File: src/hdl/rlsroe_pkg.sv
// Package for the RLS resistance and offset estimator.
// Holds payload types, controller commands, operand codes and the update program.
// No dependencies.
package rlsroe_pkg;

    typedef struct packed {
        logic               update_enable;
        logic signed [31:0] current_d;
        logic signed [31:0] current_q;
        logic signed [31:0] voltage_d;
        logic signed [31:0] voltage_q;
    } rls_in_t;

    typedef struct packed {
        logic signed [47:0] est_resistance;
        logic signed [47:0] est_offset;
        logic               singular;
        logic               saturated;
    } rls_out_t;

    localparam int CFG_DATA_W = 47;
    localparam int CFG_INDEX_W = 8;

    localparam logic [CFG_INDEX_W-1:0] CFG_FORGET_FACTOR      = 8'd0;
    localparam logic [CFG_INDEX_W-1:0] CFG_FORGET_RECIPROCAL  = 8'd1;
    localparam logic [CFG_INDEX_W-1:0] CFG_INITIAL_COVARIANCE = 8'd2;
    localparam logic [CFG_INDEX_W-1:0] CFG_INITIAL_RESISTANCE = 8'd3;

    localparam logic [24:0] FORGET_FACTOR_RST      = 25'd16760439;
    localparam logic [25:0] FORGET_RECIPROCAL_RST  = 26'd16794011;
    localparam logic [46:0] INITIAL_COVARIANCE_RST = 47'd16777216000;
    localparam logic [46:0] INITIAL_RESISTANCE_RST = 47'd1132462;

    typedef enum logic [1:0] {
        OP_MUL,
        OP_ADD,
        OP_SUB,
        OP_DIV
    } op_code_t;

    localparam int OPND_W = 6;
    localparam int SCR_DEPTH = 32;

    // Scratch operands, held in the scratch RAM.
    localparam logic [OPND_W-1:0] R_KT00  = 6'd0;
    localparam logic [OPND_W-1:0] R_KT01  = 6'd1;
    localparam logic [OPND_W-1:0] R_KT10  = 6'd2;
    localparam logic [OPND_W-1:0] R_KT11  = 6'd3;
    localparam logic [OPND_W-1:0] R_S00   = 6'd4;
    localparam logic [OPND_W-1:0] R_S01   = 6'd5;
    localparam logic [OPND_W-1:0] R_S10   = 6'd6;
    localparam logic [OPND_W-1:0] R_S11   = 6'd7;
    localparam logic [OPND_W-1:0] R_DET   = 6'd8;
    localparam logic [OPND_W-1:0] R_ADJ01 = 6'd9;
    localparam logic [OPND_W-1:0] R_ADJ10 = 6'd10;
    localparam logic [OPND_W-1:0] R_K00   = 6'd11;
    localparam logic [OPND_W-1:0] R_K01   = 6'd12;
    localparam logic [OPND_W-1:0] R_K10   = 6'd13;
    localparam logic [OPND_W-1:0] R_K11   = 6'd14;
    localparam logic [OPND_W-1:0] R_PS00  = 6'd15;
    localparam logic [OPND_W-1:0] R_PS01  = 6'd16;
    localparam logic [OPND_W-1:0] R_PS10  = 6'd17;
    localparam logic [OPND_W-1:0] R_PS11  = 6'd18;
    localparam logic [OPND_W-1:0] R_A00   = 6'd19;
    localparam logic [OPND_W-1:0] R_A01   = 6'd20;
    localparam logic [OPND_W-1:0] R_A10   = 6'd21;
    localparam logic [OPND_W-1:0] R_A11   = 6'd22;
    localparam logic [OPND_W-1:0] R_T1    = 6'd23;
    localparam logic [OPND_W-1:0] R_T2    = 6'd24;
    localparam logic [OPND_W-1:0] R_E0    = 6'd25;
    localparam logic [OPND_W-1:0] R_E1    = 6'd26;

    // Operands held in datapath registers.
    localparam logic [OPND_W-1:0] SP_P00  = 6'd32;
    localparam logic [OPND_W-1:0] SP_P01  = 6'd33;
    localparam logic [OPND_W-1:0] SP_P10  = 6'd34;
    localparam logic [OPND_W-1:0] SP_P11  = 6'd35;
    localparam logic [OPND_W-1:0] SP_TH0  = 6'd36;
    localparam logic [OPND_W-1:0] SP_TH1  = 6'd37;
    localparam logic [OPND_W-1:0] SP_X    = 6'd38;
    localparam logic [OPND_W-1:0] SP_Y    = 6'd39;
    localparam logic [OPND_W-1:0] SP_VD   = 6'd40;
    localparam logic [OPND_W-1:0] SP_VQ   = 6'd41;
    localparam logic [OPND_W-1:0] SP_ONE  = 6'd42;
    localparam logic [OPND_W-1:0] SP_ZERO = 6'd43;
    localparam logic [OPND_W-1:0] SP_LAM  = 6'd44;
    localparam logic [OPND_W-1:0] SP_RLAM = 6'd45;

    typedef struct packed {
        op_code_t          opc;
        logic [OPND_W-1:0] a;
        logic [OPND_W-1:0] b;
        logic [OPND_W-1:0] dst;
    } op_t;

    localparam int NUM_OPS = 95;
    localparam int PC_W = 7;
    localparam logic [PC_W-1:0] PC_DET = 7'd28;
    localparam logic [PC_W-1:0] PC_LAST = 7'd94;

    localparam op_t PROG [NUM_OPS] = '{
        '{OP_MUL, SP_P00, SP_X, R_T1},   '{OP_MUL, SP_P01, SP_ONE, R_T2},
        '{OP_ADD, R_T1, R_T2, R_KT00},
        '{OP_MUL, SP_P00, SP_Y, R_T1},   '{OP_MUL, SP_P01, SP_ONE, R_T2},
        '{OP_ADD, R_T1, R_T2, R_KT01},
        '{OP_MUL, SP_P10, SP_X, R_T1},   '{OP_MUL, SP_P11, SP_ONE, R_T2},
        '{OP_ADD, R_T1, R_T2, R_KT10},
        '{OP_MUL, SP_P10, SP_Y, R_T1},   '{OP_MUL, SP_P11, SP_ONE, R_T2},
        '{OP_ADD, R_T1, R_T2, R_KT11},
        '{OP_MUL, SP_X, R_KT00, R_T1},   '{OP_MUL, SP_ONE, R_KT10, R_T2},
        '{OP_ADD, R_T1, R_T2, R_S00},
        '{OP_MUL, SP_X, R_KT01, R_T1},   '{OP_MUL, SP_ONE, R_KT11, R_T2},
        '{OP_ADD, R_T1, R_T2, R_S01},
        '{OP_MUL, SP_Y, R_KT00, R_T1},   '{OP_MUL, SP_ONE, R_KT10, R_T2},
        '{OP_ADD, R_T1, R_T2, R_S10},
        '{OP_MUL, SP_Y, R_KT01, R_T1},   '{OP_MUL, SP_ONE, R_KT11, R_T2},
        '{OP_ADD, R_T1, R_T2, R_S11},
        '{OP_ADD, R_S00, SP_LAM, R_S00}, '{OP_ADD, R_S11, SP_LAM, R_S11},
        '{OP_MUL, R_S00, R_S11, R_T1},   '{OP_MUL, R_S01, R_S10, R_T2},
        '{OP_SUB, R_T1, R_T2, R_DET},
        '{OP_SUB, SP_ZERO, R_S01, R_ADJ01}, '{OP_SUB, SP_ZERO, R_S10, R_ADJ10},
        '{OP_MUL, R_KT00, R_S11, R_T1},  '{OP_MUL, R_KT01, R_ADJ10, R_T2},
        '{OP_ADD, R_T1, R_T2, R_K00},
        '{OP_MUL, R_KT00, R_ADJ01, R_T1}, '{OP_MUL, R_KT01, R_S00, R_T2},
        '{OP_ADD, R_T1, R_T2, R_K01},
        '{OP_MUL, R_KT10, R_S11, R_T1},  '{OP_MUL, R_KT11, R_ADJ10, R_T2},
        '{OP_ADD, R_T1, R_T2, R_K10},
        '{OP_MUL, R_KT10, R_ADJ01, R_T1}, '{OP_MUL, R_KT11, R_S00, R_T2},
        '{OP_ADD, R_T1, R_T2, R_K11},
        '{OP_DIV, R_K00, R_DET, R_K00},  '{OP_DIV, R_K01, R_DET, R_K01},
        '{OP_DIV, R_K10, R_DET, R_K10},  '{OP_DIV, R_K11, R_DET, R_K11},
        '{OP_MUL, SP_P00, SP_RLAM, R_PS00}, '{OP_MUL, SP_P01, SP_RLAM, R_PS01},
        '{OP_MUL, SP_P10, SP_RLAM, R_PS10}, '{OP_MUL, SP_P11, SP_RLAM, R_PS11},
        '{OP_MUL, R_K00, SP_X, R_T1},    '{OP_MUL, R_K01, SP_Y, R_T2},
        '{OP_ADD, R_T1, R_T2, R_A00},
        '{OP_MUL, R_K00, SP_ONE, R_T1},  '{OP_MUL, R_K01, SP_ONE, R_T2},
        '{OP_ADD, R_T1, R_T2, R_A01},
        '{OP_MUL, R_K10, SP_X, R_T1},    '{OP_MUL, R_K11, SP_Y, R_T2},
        '{OP_ADD, R_T1, R_T2, R_A10},
        '{OP_MUL, R_K10, SP_ONE, R_T1},  '{OP_MUL, R_K11, SP_ONE, R_T2},
        '{OP_ADD, R_T1, R_T2, R_A11},
        '{OP_SUB, SP_ONE, R_A00, R_A00}, '{OP_SUB, SP_ZERO, R_A01, R_A01},
        '{OP_SUB, SP_ZERO, R_A10, R_A10}, '{OP_SUB, SP_ONE, R_A11, R_A11},
        '{OP_MUL, R_A00, R_PS00, R_T1},  '{OP_MUL, R_A01, R_PS10, R_T2},
        '{OP_ADD, R_T1, R_T2, SP_P00},
        '{OP_MUL, R_A00, R_PS01, R_T1},  '{OP_MUL, R_A01, R_PS11, R_T2},
        '{OP_ADD, R_T1, R_T2, SP_P01},
        '{OP_MUL, R_A10, R_PS00, R_T1},  '{OP_MUL, R_A11, R_PS10, R_T2},
        '{OP_ADD, R_T1, R_T2, SP_P10},
        '{OP_MUL, R_A10, R_PS01, R_T1},  '{OP_MUL, R_A11, R_PS11, R_T2},
        '{OP_ADD, R_T1, R_T2, SP_P11},
        '{OP_MUL, SP_X, SP_TH0, R_T1},   '{OP_MUL, SP_ONE, SP_TH1, R_T2},
        '{OP_ADD, R_T1, R_T2, R_T1},     '{OP_SUB, SP_VD, R_T1, R_E0},
        '{OP_MUL, SP_Y, SP_TH0, R_T1},   '{OP_MUL, SP_ONE, SP_TH1, R_T2},
        '{OP_ADD, R_T1, R_T2, R_T1},     '{OP_SUB, SP_VQ, R_T1, R_E1},
        '{OP_MUL, R_K00, R_E0, R_T1},    '{OP_MUL, R_K01, R_E1, R_T2},
        '{OP_ADD, R_T1, R_T2, R_T1},     '{OP_ADD, SP_TH0, R_T1, SP_TH0},
        '{OP_MUL, R_K10, R_E0, R_T1},    '{OP_MUL, R_K11, R_E1, R_T2},
        '{OP_ADD, R_T1, R_T2, R_T1},     '{OP_ADD, SP_TH1, R_T1, SP_TH1}
    };

    typedef enum logic [2:0] {
        ST_IDLE,
        ST_FETCH,
        ST_START,
        ST_WAIT,
        ST_FINISH
    } ctrl_state_t;

    typedef struct packed {
        logic load;
        logic start;
        logic set_singular;
        logic publish;
        op_t  op;
    } ctrl_cmd_t;

    typedef struct packed {
        logic done;
        logic result_zero;
    } dp_status_t;

endpackage

File: src/hdl/rlsroe_ctrl.sv
// Controller of the estimator: sequences the update program over the datapath
// and runs both handshakes. Depends on rlsroe_pkg.
module rlsroe_ctrl (
    input  logic                   aclk,
    input  logic                   aresetn,
    input  logic                   s_valid,
    output logic                   s_ready,
    input  logic                   s_enable,
    output logic                   m_valid,
    input  logic                   m_ready,
    output rlsroe_pkg::ctrl_cmd_t  cmd,
    input  rlsroe_pkg::dp_status_t st
);
    import rlsroe_pkg::*;

    ctrl_state_t     state_reg, state_next;
    logic [PC_W-1:0] pc_reg, pc_next;
    logic            m_valid_reg, m_valid_next;

    always_ff @(posedge aclk) begin
        if (!aresetn) begin
            state_reg <= ST_IDLE;
            pc_reg <= '0;
            m_valid_reg <= 1'b0;
        end else begin
            state_reg <= state_next;
            pc_reg <= pc_next;
            m_valid_reg <= m_valid_next;
        end
    end

    always_comb begin
        state_next = state_reg;
        pc_next = pc_reg;
        m_valid_next = m_valid_reg & ~m_ready;
        s_ready = 1'b0;
        cmd.load = 1'b0;
        cmd.start = 1'b0;
        cmd.set_singular = 1'b0;
        cmd.publish = 1'b0;
        cmd.op = PROG[pc_reg];
        unique case (state_reg)
            ST_IDLE: begin
                s_ready = 1'b1;
                if (s_valid) begin
                    cmd.load = 1'b1;
                    pc_next = '0;
                    state_next = s_enable ? ST_FETCH : ST_FINISH;
                end
            end
            ST_FETCH: state_next = ST_START;
            ST_START: begin
                cmd.start = 1'b1;
                state_next = ST_WAIT;
            end
            ST_WAIT: begin
                if (st.done) begin
                    if (pc_reg == PC_DET && st.result_zero) begin
                        cmd.set_singular = 1'b1;
                        state_next = ST_FINISH;
                    end else if (pc_reg == PC_LAST) begin
                        state_next = ST_FINISH;
                    end else begin
                        pc_next = pc_reg + PC_W'(1);
                        state_next = ST_FETCH;
                    end
                end
            end
            ST_FINISH: begin
                if (!m_valid_reg || m_ready) begin
                    cmd.publish = 1'b1;
                    m_valid_next = 1'b1;
                    state_next = ST_IDLE;
                end
            end
            default: state_next = ST_IDLE;
        endcase
    end

    assign m_valid = m_valid_reg;

    a_done_in_wait: assert property (@(posedge aclk) disable iff (!aresetn)
        st.done |-> state_reg == ST_WAIT)
        else $error("datapath finished an operation outside the wait state");

    a_publish_free: assert property (@(posedge aclk) disable iff (!aresetn)
        cmd.publish |-> (!m_valid_reg || m_ready))
        else $error("result published over a pending transfer");

    a_last_finish: assert property (@(posedge aclk) disable iff (!aresetn)
        (state_reg == ST_WAIT && st.done && pc_reg == PC_LAST) |=> state_reg == ST_FINISH)
        else $error("program end did not finish the item");

    a_singular_at_det: assert property (@(posedge aclk) disable iff (!aresetn)
        cmd.set_singular |=> state_reg == ST_FINISH && pc_reg == PC_DET)
        else $error("singular flag raised away from the determinant step");
endmodule

File: config.mk
export PLATFORM = sky130hd
export DESIGN_NAME = rlsroe_ctrl
export DESIGN_NICKNAME = d
export VERILOG_FILES = /design/src/hdl/rlsroe_pkg.sv /design/src/hdl/rlsroe_ctrl.sv
export SDC_FILE = /design/constraint.sdc
export NUM_CORES = 1
export LEC_CHECK = 0
export BUFFER_PORTS_ARGS = -buffer_cell sky130_fd_sc_hd__buf_2
export CORE_UTILIZATION = 45
export DETAILED_ROUTE_END_ITERATION = 16
export PLACE_DENSITY_LB_ADDON = 0.08
export SLEW_MARGIN = 20
export SYNTH_ARGS = -nofsm -noshare
export SYNTH_HDL_FRONTEND = slang
export SYNTH_SLANG_ARGS = --single-unit
File: constraint.sdc
create_clock -name aclk -period 2.66 [get_ports aclk]
set_input_delay 0.133 -clock aclk [delete_from_list [all_inputs] [get_ports aclk]]
set_output_delay 0.133 -clock aclk [all_outputs]
set_load 0.005 [all_outputs]
==> results.md, run 1 <==
- Result of the run: finished, final reports clean
- R2r setup slk: 0.43 ns
- Number of standard cells after synthesis: 453
- Die Span X: just over 80 um
- Final hold viol count: 0
- Share of async-settable or async-resettable flops after synthesis: 0%
- Hold Crit Start: st[1]
- Dominant cell type by area after synthesis: sky130_fd_sc_hd__o21ai_0
- Number of port buffers: 32
- Total number of nets in the final design: 484
- Maximum capacitance violations: 0
- Number of enable-type register cells in the synthesized netlist: 0
- Wire length of the first global-routing pass: around 18000 um
- Setup Skew: about 0.0057 ns
- Worst Path Max Fanout: 7
- Cell count of the worst hold path: 2
- Crit. End Element: output pin
- Initial core utilization: 47.74%
- Routed length per instance: 22.21 um
- Worst hold endpoint: state_reg[1]
- Antenna Violating Nets Remaining: 0
- # hold bufs at CTS: 0
- Worst Hold Class: input pin to flop
- Total Die Area: approximately 0.0067 mm^2
- Half-perimeter wire length after detailed placement: ~8700 um
- Net count after synthesis: around 470
- 1st-iter DRT viols: ~610
- Unrepaired setup endpoints after global routing: no
- Power density relative to cell area: roughly 130 mW/mm^2
- Data arrival time of the critical path: 2.45 ns
- Critical path data required time: approximately 2.5 ns
- Critical Path Start Type: flop
- Top delay family on crit path: compound AO/OA/AOI/OAI gates
- Gr ovfl total: 0
- Leakage: 1.133 nW
- Top-area cell type share of the netlist area: 7.829%
- Number of buffers added by the clock tree synthesis step: 3
- Number of detailed-routing iterations run before antenna repair: 5
- Mean instance size in the synthesized netlist: roughly 6.3 um^2
- Setup_tns: 0 ns
- Slowest cell on the critical path: sky130_fd_sc_hd__nor2_1
- Routed Wire Length: 11990 um
- Average via count per standard cell: 7.226
- Height of the die: 81.95 um
- Count of H-tree levels built during CTS: 1
- Area of the core: between 0.006 and 0.007 mm^2
- R2R depth: 8
- Max-Slew Margin vs Limit: 56.20%
- Delay contributed by the slowest stage of the critical path: 0.43 ns
- Yosys reg bits: 11
- Clock tree sinks: 11
- Via count of the first global-routing pass: 3351
- ANT cells: 0
- FF-to-FF Start: pc_reg[1]
- Clock transition at the registers of the reported paths: 0.05 ns
- Site Rows: 28
- Minimum period implied by the final worst setup slack: 2.581 ns
- CTS root buf: sky130_fd_sc_hd__clkbuf_8
- Number of warnings reported in the yosys synthesis log: 0
- Combined area of all synthesized cells: ~0.0029 mm^2
- Power Total: between 0.4 and 0.5 mW
- Slew at the pin with the worst max-slew slack: ~0.66 ns
- Endpoints failing setup: 0
- Number of remaining DRC errors: 0
- Clock tree from TritonCTS: done
- Overall fraction of global-route tracks in use: 36.38%
- Design Area, Final: 0.003157 mm^2
- Fmax: between 0.3 and 0.4 GHz
- Number of buffers on the longest clock path: 2
- Combined buffer and inverter count along the critical path: 2
- Category of the critical setup timing path: flop to output pin
- Critical R2R Capture: pc_reg[6]
- Proportion of layout cells with a drive suffix above 1: roughly 17%
- Worst skew pair latency: 0.24 ns
- Leading post-synthesis cells by cell area: sky130_fd_sc_hd__o21ai_0 7.8%, sky130_fd_sc_hd__dfxtp_1 7.7%, sky130_fd_sc_hd__nand2_1 6.7%, sky130_fd_sc_hd__a21oi_1 5.9%, sky130_fd_sc_hd__ha_1 4.8%
- Post-DP Area: slightly above 0.003 mm^2
- Portion of the post-synthesis area used by sequential elements: 7.656%
- Distinct cell type count of the synthesized netlist: 64
- Antenna violations before repair: 0
- Chain of cells forming the critical path: inv_1 -> ha_2 -> nor2_1 -> a21oi_1 -> o31ai_1 -> a22oi_1 -> o221ai_1 -> buf_2
- Number of placed I/O pins: 33
- Top library cells by usage in the layout, fill and taps aside: 50 x sky130_fd_sc_hd__nand2_1, 45 x sky130_fd_sc_hd__o21ai_0, 35 x sky130_fd_sc_hd__nor2_1
- Period utilisation layout: about 97%
- Max Transition Viols Final: 0
- Leading cell type in the layout, fill and taps excluded: sky130_fd_sc_hd__nand2_1
- Number of flip-flops under the largest register name: 7
- Signed area change from the synthesized netlist to the final layout: 9.743%
- Routed vias: 3902
- Final GP Congestion: 0.9695
- Worst vdd rail ir drop: 0.2816 mV
- Prevailing post-synth register cell: sky130_fd_sc_hd__dfxtp_1
- Maximum number of pins on one net before global-route repair: 90
==> synthesized netlist by cell type, drive strengths merged (5+ instances only) <==
cell,n
nor2b,9
a31oi,12
nand3,24
nor3,19
nor2,35
o211ai,9
and2,10
ha,11
nand2,52
nand2b,12
o22ai,6
clkbuf,18
dfxtp,11
buf,29
o31ai,8
a22oi,5
a21oi,34
o21ai,46
mux2i,6
nor4,6
o311ai,9
inv,12
==> area by class of cell <==
type                       count  area [um^2]
fill                         627         2869
multi-input combinational    383         2391
sequential                    11        224.0
timing repair buffer          55        357.8
tap                           75        93.84
clock buffer                   4        45.04
inverter                      12        45.04
==> worst max path at each step <==
stage	slack, ns	startpoint	cells past startpoint	end
after floorplan	0.28	pc_reg[1]	9	cmd[1]
after global placement	0.26	pc_reg[0]	8	cmd[9]
after detailed placement	0.30	pc_reg[0]	8	cmd[9]
after CTS	0.02	pc_reg[0]	8	cmd[9]
after global routing	0.02	pc_reg[0]	8	cmd[7]
final	0.08	pc_reg[1]	8	cmd[2]
==> cells by family after synthesis <==
family                     Yosys count  share of synthesized area (%)
AOI/OAI and AO/OA                  172                          39.41
xor gates and xnor gates             2                         0.6091
adders and majority gates           11                          4.785
buffers and inverters               59                          10.13
DFF                                 11                          7.655
muxes                               11                          5.611
and+or+nand+nor                    187                          31.80
==> worst register-to-register path, delay by kind of cell (launching register included) <==
kind	cells	cell delay, ns
buffers and inverters	2	0.42
adders and majority gates	1	0.34
DFF	1	0.32
and+or+nand+nor	4	0.77
AOI/OAI and AO/OA	1	0.27
==> stage by stage <==
stage	std cells	utilization, %	setup slack (ns)	hold slack (ns)
after CTS	540	51.95	0.01771	0.1922
after global placement	536	51.20	0.2560	0.4441
after floorplan	453	-	0.2837	0.2434
final	540	52.39	0.07948	0.2040
after global routing	540	52.39	0.01986	0.2070
after detailed placement	536	51.20	0.3005	0.4473
==> repair_timing <==
action | 4_1_cts | 5_1_grt
setup buffers | 0 | 0
gates resized for setup | 0 | 8
setup endpoints to repair | 0 | 7
==> metal layers <==
metal,vias to the layer above,routed length (um),track usage [%]
met4,0,694,19.65
met2,330,5183,56.12
met1,1770,4777,48.22
met5,-,0,0
met3,70,1339,5.333
li1,1732,-,-
==> where the power goes <==
group | switching (mW) | leakage [nW] | internal, mW
clock | 0.0611 | 0.0228 | 0.105
sequential | 0.00988 | 0.0906 | 0.171
combinational | 0.0412 | 1.02 | 0.0284
Note: power is estimated with default switching activity, not from simulation.
==> run 2, diff against run 1 <==
- GPL_TIMING_DRIVEN: default -> 0
==> results.md, run 2 (synthesis gave the netlist of run 1 again) <==
- Final design utilization: 56.62% (+4.2 points)
- Number of flip-flops under the largest register name: 7 (unchanged)
- Proportion of layout cells with a drive suffix above 1: 22.27% (+5.5 points)
- Chain of cells forming the critical path: clkbuf_16 -> clkinvlp_4 -> ha_4 -> buf_12 -> nor2_2 -> a21oi_1 -> o31ai_1 -> a22oi_1 -> o221ai_1 -> buf_2
- Signed area change from the synthesized netlist to the final layout: 18.62%
- Antenna violations before repair: 0 (unchanged)
- Result of the run: finished, final reports clean
- 1st-iter DRT viols: 860 (+42%)
- Max-Slew Margin vs Limit: 35.52% (-21 points)
- Wire length of the first global-routing pass: 24230 um (+32%)
- Die Span X: 81.95 um (unchanged)
- # hold bufs at CTS: 0 (unchanged)
- Worst Hold Class: input pin to flop
- Fmax: 0.3784 GHz (-2.3%)
- Slowest cell on the critical path: sky130_fd_sc_hd__dfxtp_4
- Count of H-tree levels built during CTS: 1 (unchanged)
- Via count of the first global-routing pass: 4109 (+23%)
- Maximum number of pins on one net before global-route repair: 12 (-87%)
- R2R depth: 9 (+1)
- Leading cell type in the layout, fill and taps excluded: sky130_fd_sc_hd__buf_2
- Data arrival time of the critical path: 2.51 ns (+0.06 ns)
- Post-DP Area: 0.003131 mm^2 (+1.5%)
- Half-perimeter wire length after detailed placement: 11090 um (+28%)
- Critical path data required time: 2.53 ns (about the same)
- Routed Wire Length: 16060 um (+34%)
- Clock tree from TritonCTS: done
- Endpoints failing setup: 0 (unchanged)
- Routed vias: 4504 (+15%)
- Average via count per standard cell: 7.916 (+9.5%)
- Power density relative to cell area: 128.2 mW/mm^2 (-2.8%)
- Design Area, Final: 0.003412 mm^2 (+8.1%)
- Crit. End Element: output pin
- Fill cells: 584 (-6.9%)
- Period utilisation layout: 99.35% (+2.3 points)
- Clock share of power: 40.8% (+0.9 points)
- Site Rows: 28 (unchanged)
- Number of remaining DRC errors: 0 (unchanged)
- Total number of nets in the final design: 513 (+6.0%)
- Category of the critical setup timing path: flop to output pin
- Internal power: 0.3080 mW (+1.3%)
- Slew at the pin with the worst max-slew slack: 0.9637 ns (+0.3080 ns)
- Relative contribution of combinational cells to total power: 19.7% (+3.0 points)
- Clock transition at the registers of the reported paths: 0.05 ns (about the same)
- Number of port buffers: 32 (unchanged)
- Number of buffers on the longest clock path: 2 (unchanged)
- Worst Path Max Fanout: 10 (+3)
- Number of buffers added by the clock tree synthesis step: 3 (unchanged)
- ANT cells: 0 (unchanged)
- Cell count of the worst hold path: 2 (unchanged)
- Setup_tns: 0 ns (unchanged)
- Total Die Area: 0.006716 mm^2 (unchanged)
- Top library cells by usage in the layout, fill and taps aside: 51 x sky130_fd_sc_hd__buf_2, 46 x sky130_fd_sc_hd__nand2_1, 44 x sky130_fd_sc_hd__o21ai_0
- Setup Skew: 0.003941 ns (-0.001729 ns)
- Overall fraction of global-route tracks in use: 50.21% (+14 points)
- Routed length per instance: 28.23 um (+27%)
- Switching fraction of total power: 29.58% (+2.6 points)
- Final hold viol count: 0 (unchanged)
- Delay contributed by the slowest stage of the critical path: 0.39 ns (-0.04 ns)
- Maximum capacitance violations: 0 (unchanged)
- Worst vdd rail ir drop: 0.2789 mV (-0.97%)
- Height of the die: 81.95 um (unchanged)
- Proportion of power drawn by flip-flops and latches: 39.5% (-3.9 points)
- Number of placed I/O pins: 33 (unchanged)
- Number of detailed-routing iterations run before antenna repair: 7 (+2)
- Area of the core: 0.006026 mm^2 (unchanged)
- Worst skew pair latency: 0.25 ns (about the same)
- Leakage: 1.277 nW (+13%)
- Critical Path Start Type: flop
- Minimum period implied by the final worst setup slack: 2.643 ns (+0.06207 ns)
- Max Transition Viols Final: 0 (unchanged)
- Power spent charging and discharging nets: 0.1294 mW (+15%)
- Gr ovfl total: 0 (unchanged)
- Initial core utilization: 47.74% (unchanged)
- Clock tree sinks: 11 (unchanged)
- Antenna Violating Nets Remaining: 0 (unchanged)
- Final GP Congestion: 1.101 (+14%)
- CTS root buf: sky130_fd_sc_hd__clkbuf_8
-- run 2: changes by cell type in the layout (fill, tap and decap cells not counted), sizes merged --
cell / change
clkinvlp: +2
buf: +13
clkbuf: +16
inv: -2
-- run 2: critical path: cells and delay by family, from the launching register on --
family | cells | cell delay (ns)
AO/OA/AOI/OAI | 4 | 0.79
buffers and inverters | 4 | 0.57
flip-flops | 1 | 0.39
adder cells (fa/ha/maj) | 1 | 0.26
AND/OR/NAND/NOR | 1 | 0.24
-- run 2: final cells by class --
class                      count  area (um^2)  share of cell area [%]
multi-input combinational    383         2500                   73.27
buffer                        45        280.3                   8.214
sequential                    11        227.7                   6.674
timing repair buffer          39        212.7                   6.234
tap                           75        93.84                   2.750
inverter                      12        52.55                   1.540
clock buffer                   4        45.04                   1.320
-- run 2: per-layer routing --
| metal | up-vias | GRT usage (%) | routed length (um) |
|---|---|---|---|
| li1 | 1799 | - | - |
| met1 | 1962 | 60.39 | 5437 |
| met2 | 556 | 72.23 | 6342 |
| met3 | 187 | 23.56 | 2756 |
| met4 | 0 | 28.95 | 1526 |
| met5 | - | 0 | 0 |
-- run 2: power groups by stage --
stage	combinational (mW)	clock [mW]	sequential, mW
2_1_floorplan	0.0500	0	0.177
3_3_place_gp	0.0757	0	0.178
3_5_place_dp	0.0794	0	0.178
4_1_cts	0.0813	0.176	0.173
5_1_grt	0.0921	0.179	0.173
6_report	0.0861	0.178	0.173
-- run 2: timing repair --
item / CTS / global route
pin swaps: 2 / 3
setup endpoints to repair: 27 / 19
gates resized for setup: 24 / 25
buffers inserted: 1 / 6
-- run 2: worst paths after layout --
check | from | endpoint | slack, ns
max | pc_reg[1] | cmd[2] | 0.02
min | st[1] | state_reg[1] | 0.19
max reg2reg | pc_reg[1] | pc_reg[6] | 0.33
min reg2reg | m_valid | m_valid | 0.56
-- run 2: through the flow --
step / setup slack (ns) / instances / hold WS, ns / total power, mW
after floorplan: 0.2837 / 453 / 0.2434 / 0.2271
after global placement: -0.6856 / 560 / 0.4173 / 0.2533
after detailed placement: -0.6891 / 560 / 0.4414 / 0.2577
after CTS: -0.003461 / 564 / 0.1896 / 0.4305
after global routing: -0.007771 / 569 / 0.2064 / 0.4449
final: 0.01740 / 569 / 0.1909 / 0.4375
==> run 3, diff against run 2 <==
- CTS_BUF_LIST: default -> sky130_fd_sc_hd__clkbuf_4
==> results.md, run 3 (synthesis gave the netlist of run 1 again) <==
- Routed Wire Length: 16290 um (+1.4%)
- Setup_tns: -0.03865 ns (-0.03865 ns)
- # hold bufs at CTS: 0 (unchanged)
- Pre-CTS setup slack: -0.6891 ns (unchanged)
- Total Die Area: 0.006716 mm^2 (unchanged)
- Worst Path Max Fanout: 10 (unchanged)
- Fmax: 0.3721 GHz (-1.7%)
- CTS root buf: sky130_fd_sc_hd__clkbuf_4
- Max-Slew Margin vs Limit: 30.22% (-5.3 points)
- Routed vias: 4498 (-0.13%)
- Clock transition at the registers of the reported paths: 0.08 ns (+0.03 ns)
- Via count of the first global-routing pass: 4125 (+0.39%)
- Overall fraction of global-route tracks in use: 50.21% (unchanged)
- Routed length per instance: 28.62 um (+1.4%)
- Setup Skew: 0.004947 ns (+0.001007 ns)
- Critical path data required time: 2.53 ns (about the same)
- Final GP Congestion: 1.101 (unchanged)
- Storage element area: 227.7 um^2 (unchanged)
- Total number of nets in the final design: 513 (unchanged)
- Minimum period implied by the final worst setup slack: 2.688 ns (+0.04514 ns)
- Final design utilization: 56.56% (-0.062 points)
- Site Rows: 28 (unchanged)
- Worst vdd rail ir drop: 0.2485 mV (-11%)
- Final hold viol count: 0 (unchanged)
- Category of the critical setup timing path: flop to output pin
- Worst Hold Class: input pin to flop
- Number of port buffers: 32 (unchanged)
- Die Span X: 81.95 um (unchanged)
- Worst-case setup margin in the final layout: -0.02773 ns (-0.04514 ns)
- Multi-input logic area: 0.002514 mm^2 (+0.55%)
- Number of placed I/O pins: 33 (unchanged)
- Violated checks: setup timing
- Number of buffers on the longest clock path: 2 (unchanged)
- Final Hold Slack: 0.1449 ns (-0.04598 ns)
- Power density relative to cell area: 116.3 mW/mm^2 (-9.3%)
- Number of remaining DRC errors: 0 (unchanged)
- Dpl cells: 560 (unchanged)
- Number of flip-flops under the largest register name: 7 (unchanged)
- Gr ovfl total: 0 (unchanged)
- Average via count per standard cell: 7.905 (-0.13%)
- Proportion of layout cells with a drive suffix above 1: 23.28% (+1.0 points)
- Initial core utilization: 47.74% (unchanged)
- Clock tree from TritonCTS: done
- Max Transition Viols Final: 0 (unchanged)
- Power Total: 0.3965 mW (-9.4%)
- Signed area change from the synthesized netlist to the final layout: 18.49%
- ANT cells: 0 (unchanged)
- Maximum number of pins on one net before global-route repair: 11 (-1)
- Worst skew pair latency: 0.29 ns (+0.04 ns)
- Wire length of the first global-routing pass: 24340 um (+0.49%)
- Period utilisation layout: 101.0% (+1.7 points)
- Critical Path Start Type: flop
- Height of the die: 81.95 um (unchanged)
- Clock tree sinks: 11 (unchanged)
- Fill cells: 592 (+1.4%)
- Antenna Violating Nets Remaining: 0 (unchanged)
- Slew at the pin with the worst max-slew slack: 1.043 ns (+0.07924 ns)
- Count of H-tree levels built during CTS: 1 (unchanged)
- Top library cells by usage in the layout, fill and taps aside: 51 x sky130_fd_sc_hd__buf_2, 46 x sky130_fd_sc_hd__nand2_1, 44 x sky130_fd_sc_hd__o21ai_0
- 1st-iter DRT viols: 942 (+9.5%)
- Area of the core: 0.006026 mm^2 (unchanged)
- Finished Layout Cells: 569 (unchanged)
- Antenna violations before repair: 0 (unchanged)
- Post-DP Area: 0.003131 mm^2 (unchanged)
- Design Area, Final: 0.003408 mm^2 (-0.11%)
- Number of detailed-routing iterations run before antenna repair: 7 (unchanged)
- Leakage: 1.277 nW (about the same)
- Maximum capacitance violations: 0 (unchanged)
- Result of the run: complete, but fails checks
- Endpoints failing setup: 2 (+2)
- Number of buffers added by the clock tree synthesis step: 3 (unchanged)
- Data arrival time of the critical path: 2.55 ns (+0.04 ns)
- Leading cell type in the layout, fill and taps excluded: sky130_fd_sc_hd__buf_2
- Half-perimeter wire length after detailed placement: 11090 um (unchanged)
- Crit. End Element: output pin
## run 3: cell count changes in the layout (fill, tap and decap cells not counted), moves of 2 or more
cell / change
sky130_fd_sc_hd__clkbuf_4: +4
sky130_fd_sc_hd__clkbuf_1: -3
sky130_fd_sc_hd__clkbuf_8: -3
sky130_fd_sc_hd__clkbuf_2: +2
sky130_fd_sc_hd__ha_1: -2
## run 3: routing by layer
metal  vias up  part of all wire [%]  track usage (%)
met5         -                     0                0
met4         0                    10            31.40
met3       203                    18            21.33
met2       542                    38            71.24
met1      1952                    34            61.58
li1       1801                     -                -
## run 3: area by class of cell
cell class                 count  share of cell area [%]
multi-input combinational    383                   73.75
buffer                        45                   8.150
sequential                    11                   6.681
timing repair buffer          39                   6.241
tap                           75                   2.753
inverter                      12                   1.542
clock buffer                   4                  0.8811
## run 3: worst paths after layout
kind         slack [ns]  cells after the start            to       from
min reg2reg        0.56                      2       m_valid    m_valid
max reg2reg        0.38                      9     pc_reg[6]  pc_reg[1]
max               -0.03                      9       cmd[14]  pc_reg[1]
min                0.14                      2  state_reg[1]      st[1]
## run 3: where the power goes
part           leakage, nW  internal, mW  switching (mW)
Clock               0.0184        0.0686          0.0683
Combinational         1.17        0.0337          0.0533
Sequential          0.0907         0.168         0.00465
Total                 1.28         0.270           0.126
## run 3: critical path, stage by stage, from the launching register on
cell	delay, ns
sky130_fd_sc_hd__dfxtp_4	0.37
sky130_fd_sc_hd__buf_4	0.15
sky130_fd_sc_hd__ha_2	0.25
sky130_fd_sc_hd__clkbuf_4	0.27
sky130_fd_sc_hd__nand2b_1	0.27
sky130_fd_sc_hd__a21oi_2	0.26
sky130_fd_sc_hd__a31oi_1	0.08
sky130_fd_sc_hd__o21ai_0	0.25
sky130_fd_sc_hd__and3_1	0.23
sky130_fd_sc_hd__buf_2	0.13
## run 3: repair_timing
action                                  in CTS  in global routing
gates resized for setup                     29                 27
endpoints found under the hold margin        0                  0
pin swaps                                    2                  4
buffers inserted                             4                  3
endpoints found under the setup margin      27                 19
